[src/sv/wsfd_pkg.sv]
// Shared constants for the websocket frame deframer.
// Holds the result sideband bit layout and the protocol codes.
// No dependencies.
package wsfd_pkg;

  // Opcodes that raise a flag at frame end
  localparam logic [3:0] OP_CLOSE = 4'h8;
  localparam logic [3:0] OP_PING  = 4'h9;

  // Header byte 1 decoding
  localparam logic [6:0] LEN_EXT16 = 7'd126;
  localparam logic [6:0] LEN_EXT64 = 7'd127;

  // Byte counts of the extended length and mask key (3-bit count, 8 wraps to 0)
  localparam logic [2:0] EXT16_BYTES = 3'd2;
  localparam logic [2:0] EXT64_BYTES = 3'd0;
  localparam logic [2:0] MASK_BYTES  = 3'd4;

  // Result tuser layout, lowest bit first
  localparam int USER_W      = 8;
  localparam int USER_PVALID = 0;
  localparam int USER_OP_LO  = 1;
  localparam int USER_OP_HI  = 4;
  localparam int USER_PONG   = 5;
  localparam int USER_CLOSE  = 6;
  localparam int USER_IGN    = 7;

endpackage

[src/sv/websocket_frame_deframer.sv]
// Websocket frame deframer: one received byte in, one result item out.
// Depends on wsfd_pkg for codes and the tuser layout.
//
// Usage:
//   s_axis carries the received stream, one byte per item in tdata.
//   m_axis gives exactly one result item per input item: tdata is the
//   unmasked payload byte (zero for header bytes), tlast marks the byte
//   that completes a frame, tuser carries payload_valid, the frame opcode,
//   the pong request and close flags and the dropped-after-close flag.
//   The result is registered: a byte accepted at a clock edge has its result
//   loaded into the result register at that edge. Throughput is one byte per
//   cycle while the receiver does not stall; the frame state update and the
//   length counter decrement sit between the frame state registers and the
//   result register. When the receiver stalls, the result register holds
//   and s_axis_tready falls, so at most one result waits. A result may be
//   taken and a new byte accepted in the same cycle.
//   Reset empties the result register and returns the parser to header
//   byte zero with the stream open. After a close frame every byte is
//   answered with the dropped flag until the next reset.
module websocket_frame_deframer #(
  parameter int LENGTH_BITS = 64
) (
  input  logic       clk,
  input  logic       rst,
  input  logic       s_axis_tvalid,
  output logic       s_axis_tready,
  input  logic [7:0] s_axis_tdata,   // [7:0] rx_byte
  output logic       m_axis_tvalid,
  input  logic       m_axis_tready,
  output logic [7:0] m_axis_tdata,   // [7:0] payload_byte
  output logic       m_axis_tlast,   // frame_end
  output logic [wsfd_pkg::USER_W-1:0] m_axis_tuser
  // [0] payload_valid, [4:1] frame_opcode, [5] send_pong, [6] close_seen, [7] ignored
);

  typedef enum logic [2:0] {
    PH_HDR0,
    PH_HDR1,
    PH_EXT16,
    PH_EXT64,
    PH_MASK,
    PH_PAYLOAD
  } phase_t;

  phase_t                 phase, phase_next;
  logic [2:0]             field_count, field_count_next;
  logic                   mask_present, mask_present_next;
  logic [3:0]             cur_opcode, cur_opcode_next;
  logic [LENGTH_BITS-1:0] length_accum, length_accum_next;
  logic [LENGTH_BITS-1:0] bytes_left, bytes_left_next;
  logic [31:0]            mask_key, mask_key_next;
  logic [1:0]             mask_index, mask_index_next;
  logic                   stream_closed, stream_closed_next;

  logic       accept;
  logic [2:0] fc_inc;
  logic [7:0] key_byte;
  logic       len_done;
  logic       finish;
  logic       o_pvalid, o_end, o_pong, o_close, o_ign;
  logic [7:0] o_byte;
  logic [3:0] o_opcode;

  // Output register frees up when empty or being taken
  assign s_axis_tready = !m_axis_tvalid || m_axis_tready;
  assign accept        = s_axis_tvalid && s_axis_tready;
  assign fc_inc        = field_count + 3'd1;

  // Mask key byte for this payload byte, first received byte on top
  always_comb begin
    unique case (mask_index)
      2'd0:    key_byte = mask_key[31:24];
      2'd1:    key_byte = mask_key[23:16];
      2'd2:    key_byte = mask_key[15:8];
      default: key_byte = mask_key[7:0];
    endcase
  end

  // Frame parser: next state and result fields for one byte
  always_comb begin
    phase_next         = phase;
    field_count_next   = field_count;
    mask_present_next  = mask_present;
    cur_opcode_next    = cur_opcode;
    length_accum_next  = length_accum;
    bytes_left_next    = bytes_left;
    mask_key_next      = mask_key;
    mask_index_next    = mask_index;
    stream_closed_next = stream_closed;
    len_done = 1'b0;
    finish   = 1'b0;
    o_pvalid = 1'b0;
    o_byte   = 8'd0;
    o_end    = 1'b0;
    o_pong   = 1'b0;
    o_close  = 1'b0;
    o_ign    = 1'b0;

    if (stream_closed) begin
      o_ign = 1'b1;
    end else begin
      unique case (phase)
        PH_HDR0: begin
          cur_opcode_next = s_axis_tdata[3:0];
          phase_next      = PH_HDR1;
        end
        PH_HDR1: begin
          mask_present_next = s_axis_tdata[7];
          mask_key_next     = 32'd0;
          mask_index_next   = 2'd0;
          length_accum_next = '0;
          field_count_next  = 3'd0;
          if (s_axis_tdata[6:0] == wsfd_pkg::LEN_EXT16) begin
            phase_next = PH_EXT16;
          end else if (s_axis_tdata[6:0] == wsfd_pkg::LEN_EXT64) begin
            phase_next = PH_EXT64;
          end else begin
            length_accum_next = {{(LENGTH_BITS-7){1'b0}}, s_axis_tdata[6:0]};
            len_done = 1'b1;
          end
        end
        PH_EXT16, PH_EXT64: begin
          // big-endian, high bits beyond the counter width fall off
          length_accum_next = {length_accum[LENGTH_BITS-9:0], s_axis_tdata};
          field_count_next  = fc_inc;
          if (phase == PH_EXT16) begin
            len_done = (fc_inc == wsfd_pkg::EXT16_BYTES);
          end else begin
            len_done = (fc_inc == wsfd_pkg::EXT64_BYTES);
          end
        end
        PH_MASK: begin
          mask_key_next    = {mask_key[23:0], s_axis_tdata};
          field_count_next = fc_inc;
          if (fc_inc == wsfd_pkg::MASK_BYTES) begin
            field_count_next = 3'd0;
            if (length_accum == '0) begin
              finish = 1'b1;
            end else begin
              bytes_left_next = length_accum;
              phase_next      = PH_PAYLOAD;
            end
          end
        end
        PH_PAYLOAD: begin
          o_pvalid        = 1'b1;
          o_byte          = s_axis_tdata ^ key_byte;
          mask_index_next = mask_index + 2'd1;
          bytes_left_next = bytes_left - LENGTH_BITS'(1);
          finish          = (bytes_left == LENGTH_BITS'(1));
        end
        default: begin
          phase_next       = PH_HDR0;
          field_count_next = 3'd0;
        end
      endcase

      // Length known: mask key, payload or an empty frame
      if (len_done) begin
        field_count_next = 3'd0;
        if (mask_present_next) begin
          phase_next = PH_MASK;
        end else if (length_accum_next == '0) begin
          finish = 1'b1;
        end else begin
          bytes_left_next = length_accum_next;
          phase_next      = PH_PAYLOAD;
        end
      end

      // Frame end flags
      if (finish) begin
        o_end            = 1'b1;
        o_pong           = (cur_opcode == wsfd_pkg::OP_PING);
        o_close          = (cur_opcode == wsfd_pkg::OP_CLOSE);
        stream_closed_next = o_close;
        phase_next       = PH_HDR0;
        field_count_next = 3'd0;
      end
    end

    o_opcode = stream_closed ? 4'd0 : cur_opcode_next;
  end

  // Parser state and result register
  always_ff @(posedge clk) begin
    if (rst) begin
      phase         <= PH_HDR0;
      field_count   <= 3'd0;
      mask_present  <= 1'b0;
      cur_opcode    <= 4'd0;
      length_accum  <= '0;
      bytes_left    <= '0;
      mask_key      <= 32'd0;
      mask_index    <= 2'd0;
      stream_closed <= 1'b0;
      m_axis_tvalid <= 1'b0;
    end else begin
      if (accept) begin
        phase         <= phase_next;
        field_count   <= field_count_next;
        mask_present  <= mask_present_next;
        cur_opcode    <= cur_opcode_next;
        length_accum  <= length_accum_next;
        bytes_left    <= bytes_left_next;
        mask_key      <= mask_key_next;
        mask_index    <= mask_index_next;
        stream_closed <= stream_closed_next;
        m_axis_tvalid <= 1'b1;
      end else if (m_axis_tready) begin
        m_axis_tvalid <= 1'b0;
      end
    end
    if (accept) begin
      m_axis_tdata <= o_byte;
      m_axis_tlast <= o_end;
      m_axis_tuser <= {o_ign, o_close, o_pong, o_opcode, o_pvalid};
    end
  end

endmodule

[config.mk]
export PLATFORM = sky130hd
export DESIGN_NAME = websocket_frame_deframer
export DESIGN_NICKNAME = d
export VERILOG_FILES = /design/src/sv/wsfd_pkg.sv /design/src/sv/websocket_frame_deframer.sv
export SDC_FILE = /design/constraint.sdc
export NUM_CORES = 1
export LEC_CHECK = 0
export BUFFER_PORTS_ARGS = -buffer_cell sky130_fd_sc_hd__buf_2
export CORE_MARGIN = 3
export CORE_UTILIZATION = 30
export CTS_BUF_LIST = sky130_fd_sc_hd__clkbuf_2
export CTS_CLUSTER_SIZE = 20
export DETAILED_ROUTE_END_ITERATION = 10
export SLEW_MARGIN = 20
export SYNTH_ARGS = -nofsm -noshare
export SYNTH_HDL_FRONTEND = slang
export SYNTH_SLANG_ARGS = --single-unit
[constraint.sdc]
create_clock -name clk -period 6.15 [get_ports clk]
set_clock_uncertainty 0.2 [all_clocks]
set_input_delay 1.23 -clock clk [delete_from_list [all_inputs] [get_ports clk]]
set_output_delay 1.23 -clock clk [all_outputs]
set_load 0.05 [all_outputs]
==> results.json, run 1 <==
{
  "numPortBuffers": 30,
  "critPathCaptureType": "flop",
  "wire_per_inst_um": 22.3,
  "p_sw_mw": 1.10,
  "syn_inst": 1423,
  "fin_ws_ps": 1910,
  "period_needed_ps": 4240,
  "area_delta_synth_final_pct": 7.56,
  "yosys_most_used_dff": "dfxtp_1",
  "synth_seq_area_share": 0.360,
  "drcViolationCount": 0,
  "cts_buffer_depth": 2,
  "start_util": 0.305,
  "ir_drop_uv": 104,
  "max_slew_margin": 0.191,
  "grt_max_degree": 61,
  "insertion_delay_ps": 890,
  "cts_tree": "yes",
  "fin_crit_sh": 0.689,
  "clock.fmax_ghz": 0.236,
  "yosysWarnings": 0,
  "hold_viol_final": 0,
  "synth_cell_type_count": 77,
  "grt_pass1_wl_um": 64600,
  "arrival_ps": 4770,
  "rows": 70,
  "crit_family": "simple AND/OR/NAND/NOR gates",
  "slowest_delay_ps": 850,
  "cts_resized": 0,
  "clk_pin_slew_ps": 360,
  "cts_buffers": 17,
  "drtIter0Drc": 1405,
  "p_seq_frac": 0.515,
  "grt_overflow": 0,
  "hold_start": "cur_opcode[2]$_SDFFE_PP0P_",
  "synth_area_leaders": "dfxtp_1 31%, nor2_1 6.9%, a22oi_1 6.1%, a21oi_1 4.8%, edfxtp_1 4.6%",
  "crit_start": "bytes_left[9]$_SDFFE_PP0P_",
  "vias": 11700,
  "leakagePower_nw": 4.09,
  "drt_wl_total_um": 41600,
  "die_y_um": 199,
  "ys_async_sr_fraction": 0,
  "syn-num-nets": 1444,
  "netlist_area_um2": 11200,
  "final_nets": 1400,
  "p_int_mw": 1.69,
  "fp.dieArea_um2": 39500,
  "setup_viol": 0,
  "worst_pin_slew_ps": 1200,
  "finalSetupTns_ps": 0,
  "cts_setup_buffers": 0,
  "post-synth-top-area-cell": "dfxtp_1",
  "drive_above_1_share": 0.0955,
  "antenna_found_initial": 2,
  "final_common_cell": "nor2_1",
  "track_usage": 0.207,
  "rsz0062_at_grt": "false",
  "crit_fanout": 15,
  "critical_path_buf_inv_count": 0,
  "place_ws_ps": 1690,
  "core_um2": 36600,
  "clkSinkCount": 192,
  "finalMaxSlewViolations": 0,
  "netlist.area_leader.share": 0.314,
  "crit_required_ps": 6680,
  "dr.pass1.iters": 6,
  "grt_pass1_vias": 10900,
  "cts-root-buf": "clkbuf_2",
  "htree_levels": 4,
  "cp_cell_sequence": "nor4_4 > nand3_2 > nor4_1 > nand4b_1 > o32ai_1 > a21oi_1 > nor2_1 > and4_1",
  "synth.ff_latch_count": 192,
  "vias_per_cell": 6.31,
  "combPwrFrac": 0.238,
  "r2r_start": "bytes_left[9]$_SDFFE_PP0P_",
  "cp-start-kind": "flop",
  "die_w_um": 199,
  "swShare": 0.394,
  "min_path_type": "reg -> reg",
  "hpwlAfterDp_um": 27700,
  "gp_congestion": 0.950,
  "cp_slowest_cell": "nor4_1",
  "outcome": "complete, no violations",
  "num_io_pins": 31,
  "synth-edff-count": 17,
  "p_clk_frac": 0.246,
  "mostFrequentLayoutCells": "200 x nor2_1, 175 x dfxtp_1, 110 x nand2_1, 105 x a21oi_1, 90 x a22oi_1",
  "critPathKind": "reg -> reg",
  "syn_area_per_cell_um2": 7.84,
  "p_per_area_nw_per_um2": 232,
  "cap_violations": 0,
  "ant_nets": 0,
  "hold_buffers": 0,
  "reg2reg_setup_slack_ps": 1910
}
## cell type report
type / instances / area [um^2]
clock inverters: 15 / 183
well taps: 468 / 586
diodes: 2 / 5.00
flip-flops and latches: 192 / 4010
inverters: 18 / 67.6
clock buffers: 17 / 85.1
multi-input cells: 1090 / 6680
repair buffers: 60 / 378
fillers: 3892 / 24600
## routing by layer
metal | track usage | share of wire | vias to the layer above
met5 | 0 | 0 | -
met3 | 0.0352 | 0.091 | 117
met2 | 0.321 | 0.44 | 664
met1 | 0.284 | 0.43 | 5623
met4 | 0.0875 | 0.040 | 0
li1 | - | - | 5338
## metrics by stage
stage | instance area [um^2] | util | hold slack, ps | total power [mW] | instances
2_1_floorplan | 11200 | - | 222 | 1.89 | 1423
3_3_place_gp | 11700 | 0.320 | 258 | 2.09 | 1828
3_5_place_dp | 11700 | 0.320 | 264 | 2.10 | 1828
4_1_cts | 12000 | 0.328 | 292 | 2.79 | 1860
5_1_grt | 12000 | 0.328 | 319 | 2.91 | 1862
6_report | 12000 | 0.328 | 289 | 2.79 | 1862
## tightest hold or removal path: cells and delay by family (launching register included)
family | cells | cell delay [ps]
simple gates | 1 | 60
flops | 1 | 390
compound gates | 1 | 50
## cells by family (layout without fill, tap and decap cells)
| group | Yosys count | in the layout | share of synthesized area |
|---|---|---|---|
| and+or+nand+nor | 570 | 570 | 0.254 |
| AOI/OAI and AO/OA | 483 | 483 | 0.304 |
| DFF | 192 | 192 | 0.360 |
| buffers and inverters | 141 | 110 | 0.0482 |
| muxes | 16 | 16 | 0.0150 |
| xor gates and xnor gates | 12 | 12 | 0.00942 |
| adders and majority gates | 9 | 9 | 0.0101 |
| other | 0 | 2 | 0 |
## state kept, by name (all words and copies together), names as in the netlist
register / flops
m_axis_tuser: 8
mask_index: 2
m_axis_tvalid: 1
length_accum: 64
cur_opcode: 4
m_axis_tdata: 8
bytes_left: 64
field_count: 3
stream_closed: 1
phase: 3
mask_key: 32
m_axis_tlast: 1
mask_present: 1
## worst paths after layout
| path | end | cells past startpoint |
|---|---|---|
| worst max-delay path | m_axis_tuser[5]$_SDFFCE_PP0P_ | 8 |
| worst min-delay path | cur_opcode[2]$_SDFFE_PP0P_ | 2 |
| worst max register to register | m_axis_tuser[5]$_SDFFCE_PP0P_ | 8 |
| worst min register to register | cur_opcode[2]$_SDFFE_PP0P_ | 2 |
## cell usage after synthesis, drive strengths merged, types with 7 or more instances
library cell	count
nor2	206
dfxtp	175
clkbuf	111
nand2	110
a21oi	106
a22oi	90
o21ai	61
a211oi	55
nor3	50
nor4	46
nand3	38
a22o	35
nand4	19
or3	19
edfxtp	17
inv	17
a221oi	15
nand2b	15
a222oi	14
buf	12
or4	12
mux2i	10
nand3b	10
ha	9
o311ai	9
a31oi	8
o211ai	8
xnor2	8
a2111oi	7
a21o	7
a32oi	7
and2	7
o31ai	7
or2	7
## power by group through the flow
stage	registers, mW	logic [mW]	clock network [mW]
after floorplan	1.43	0.454	0
after global placement	1.45	0.641	0
after detailed placement	1.45	0.648	0
after CTS	1.43	0.650	0.704
after global routing	1.45	0.718	0.748
final	1.44	0.665	0.688
Power figures use the tool's default switching activity.
==> run 2, diff against run 1 <==
Settings changed: ABC_AREA from default to 1.
Clock period 6.15 ns to 3.7 ns, I/O delays scaled along.
==> results.json, run 2 <==
{
  "outcome": "complete, no violations",
  "wire_per_inst_um": 18.2,
  "max_slew_margin": 0.358,
  "hpwlAfterDp_um": 35800,
  "synth-edff-count": 17,
  "drtIter0Drc": 1825,
  "cp_cell_sequence": "inv_2 > nand2_4 > inv_2 > buf_12 > nand2_1 > nand2_1 > nor2_1 > nand2_1 > nor2_1 > nand2_1 > nor2_1 > nand3_2 > nand3_2 > buf_12 > nand2_1 > nand3_1 > a21oi_1",
  "cts_tree": "yes",
  "cp_slowest_cell": "dfxtp_1",
  "final_common_cell": "nand2_1",
  "gp_congestion": 0.928,
  "cts_buffers": 17,
  "clk_pin_slew_ps": 360,
  "start_util": 0.308,
  "hold_buffers": 11,
  "ys_async_sr_fraction": 0,
  "synthTopCellsByCount": "673 x nand2_1, 313 x nor2_1, 242 x inv_1, 239 x a21oi_1, 189 x nand3_1",
  "finalMaxSlewViolations": 0,
  "synth_seq_area_share": 0.299,
  "critPathKind": "reg -> reg",
  "final_cells": 2898,
  "p_int_mw": 3.09,
  "vias": 15600,
  "ant_nets": 0,
  "cts_buffer_depth": 2,
  "grt_pass1_vias": 14500,
  "vias_per_cell": 5.37,
  "grt_overflow": 0,
  "num_io_pins": 31,
  "yosys_most_used_dff": "dfxtp_1",
  "cap_violations": 0,
  "synth.ff_latch_count": 192,
  "place_inst": 2854,
  "track_usage": 0.221,
  "critical_path_buf_inv_count": 4,
  "arrival_ps": 3990,
  "drive_above_1_share": 0.0575,
  "syn_area_per_cell_um2": 5.76,
  "die_y_um": 218,
  "p_per_area_nw_per_um2": 391,
  "p_seq_frac": 0.420,
  "syn_inst": 2333,
  "cts-root-buf": "clkbuf_2",
  "crit_required_ps": 4340,
  "cp-start-kind": "flop",
  "drcViolationCount": 0,
  "grt_pass1_wl_um": 82600,
  "dpl_cell_area_um2": 14200,
  "fp.dieArea_um2": 47400,
  "synth_cell_type_count": 37,
  "leakagePower_nw": 6.44,
  "cp_common_cell": "nand2_1",
  "yosysWarnings": 0,
  "fin_crit_sh": 0.906,
  "syn-num-nets": 2354,
  "dr.pass1.iters": 7,
  "post-synth-top-area-cell": "dfxtp_1",
  "clock.fmax_ghz": 0.298,
  "area_delta_synth_final_pct": 8.78,
  "final_nets": 2320,
  "core_um2": 43600,
  "synth_area_leaders": "dfxtp_1 26%, nand2_1 19%, a21oi_1 8.9%, nor2_1 8.7%, nand3_1 7.0%",
  "hold_viol_final": 0,
  "rsz0062_at_grt": "false",
  "combPwrFrac": 0.370,
  "finalSetupTns_ps": 0,
  "drt_wl_total_um": 52800,
  "htree_levels": 4,
  "rows": 76,
  "grt_max_degree": 100,
  "crit_fanout": 43,
  "ir_drop_uv": 161,
  "netlist_area_um2": 13400,
  "period_needed_ps": 3350,
  "final_area_um2": 14600,
  "antenna_found_initial": 1,
  "worst_pin_slew_ps": 963,
  "critPathCaptureType": "flop",
  "p_sw_mw": 2.64,
  "largestRegisters": "bytes_left (64), length_accum (64), mask_key (32)",
  "insertion_delay_ps": 990,
  "mostFrequentLayoutCells": "670 x nand2_1, 308 x nor2_1, 241 x inv_1, 239 x a21oi_1, 189 x nand3_1",
  "fillers": 4854,
  "cts_setup_buffers": 0,
  "numPortBuffers": 30,
  "netlist.area_leader.share": 0.261,
  "cts_resized": 0,
  "setup_viol": 0,
  "slowest_delay_ps": 500,
  "die_w_um": 218,
  "crit_family": "simple AND/OR/NAND/NOR gates",
  "finalPower_mw": 5.72,
  "p_clk_frac": 0.210,
  "clkSinkCount": 192,
  "swShare": 0.461,
  "min_path_type": "in -> reg",
  "yosys.cell_count.top_type": "nand2_1"
}
## run 2: path summary, 6_finish.rpt
check	start	endpoint	slack (ps)	cells after the start
max	phase[2]$_SDFFE_PP0P_	bytes_left[39]$_SDFFE_PP0P_	350	17
min	rst	bytes_left[1]$_SDFFE_PP0P_	170	3
max reg2reg	phase[2]$_SDFFE_PP0P_	bytes_left[39]$_SDFFE_PP0P_	350	17
min reg2reg	mask_key[28]$_SDFFE_PP0P_	mask_key[28]$_SDFFE_PP0P_	280	2
## run 2: cells by family (layout without fill, tap and decap cells)
| family | Yosys count | count (layout) | synth area share |
|---|---|---|---|
| buffers and inverters | 380 | 359 | 0.111 |
| AOI/OAI and AO/OA | 436 | 436 | 0.168 |
| adders and majority gates | 9 | 9 | 0.00838 |
| other | 0 | 1 | 0 |
| and+or+nand+nor | 1303 | 1303 | 0.405 |
| DFF | 192 | 192 | 0.299 |
| xor gates and xnor gates | 13 | 13 | 0.00847 |
## run 2: through the flow
stage	utilization	worst slack (ps)	hold WS [ps]
after detailed placement	0.326	448	253
after floorplan	-	888	241
after global placement	0.326	462	249
after CTS	0.335	413	84.3
final	0.335	348	172
after global routing	0.335	188	90.7
## run 2: worst reg2reg max path, delay by kind of cell, from the launching register on
kind                   cells  cell delay (ps)
AOI/OAI and AO/OA          1               70
buffers and inverters      4              760
DFF                        1              500
and+or+nand+nor           12             1740
## run 2: power by group through the flow
stage	sequential [mW]	clock (mW)	combinational (mW)
global route	2.42	1.32	2.35
detailed placement	2.43	0	2.06
CTS	2.39	1.23	2.07
finish	2.40	1.20	2.12
floorplan	2.42	0	1.38
global placement	2.43	0	2.05
## run 2: routing by layer
metal | share of wire | global-route usage | wire length [um]
met4 | 0.047 | 0.105 | 2470
met2 | 0.43 | 0.344 | 22900
met1 | 0.43 | 0.298 | 22900
met5 | 0 | 0 | 0
met3 | 0.084 | 0.0369 | 4450
## run 2: cell type report
| cell class | count | area, um^2 | area share |
|---|---|---|---|
| flip-flops and latches | 192 | 4010 | 0.274 |
| inverters | 247 | 927 | 0.0634 |
| repair buffers | 80 | 706 | 0.0483 |
| multi-input cells | 1761 | 7980 | 0.545 |
| clock buffers | 17 | 85.1 | 0.00582 |
| clock inverters | 15 | 181 | 0.0124 |
| diodes | 1 | 2.50 | 0.000171 |
| well taps | 585 | 732 | 0.0500 |
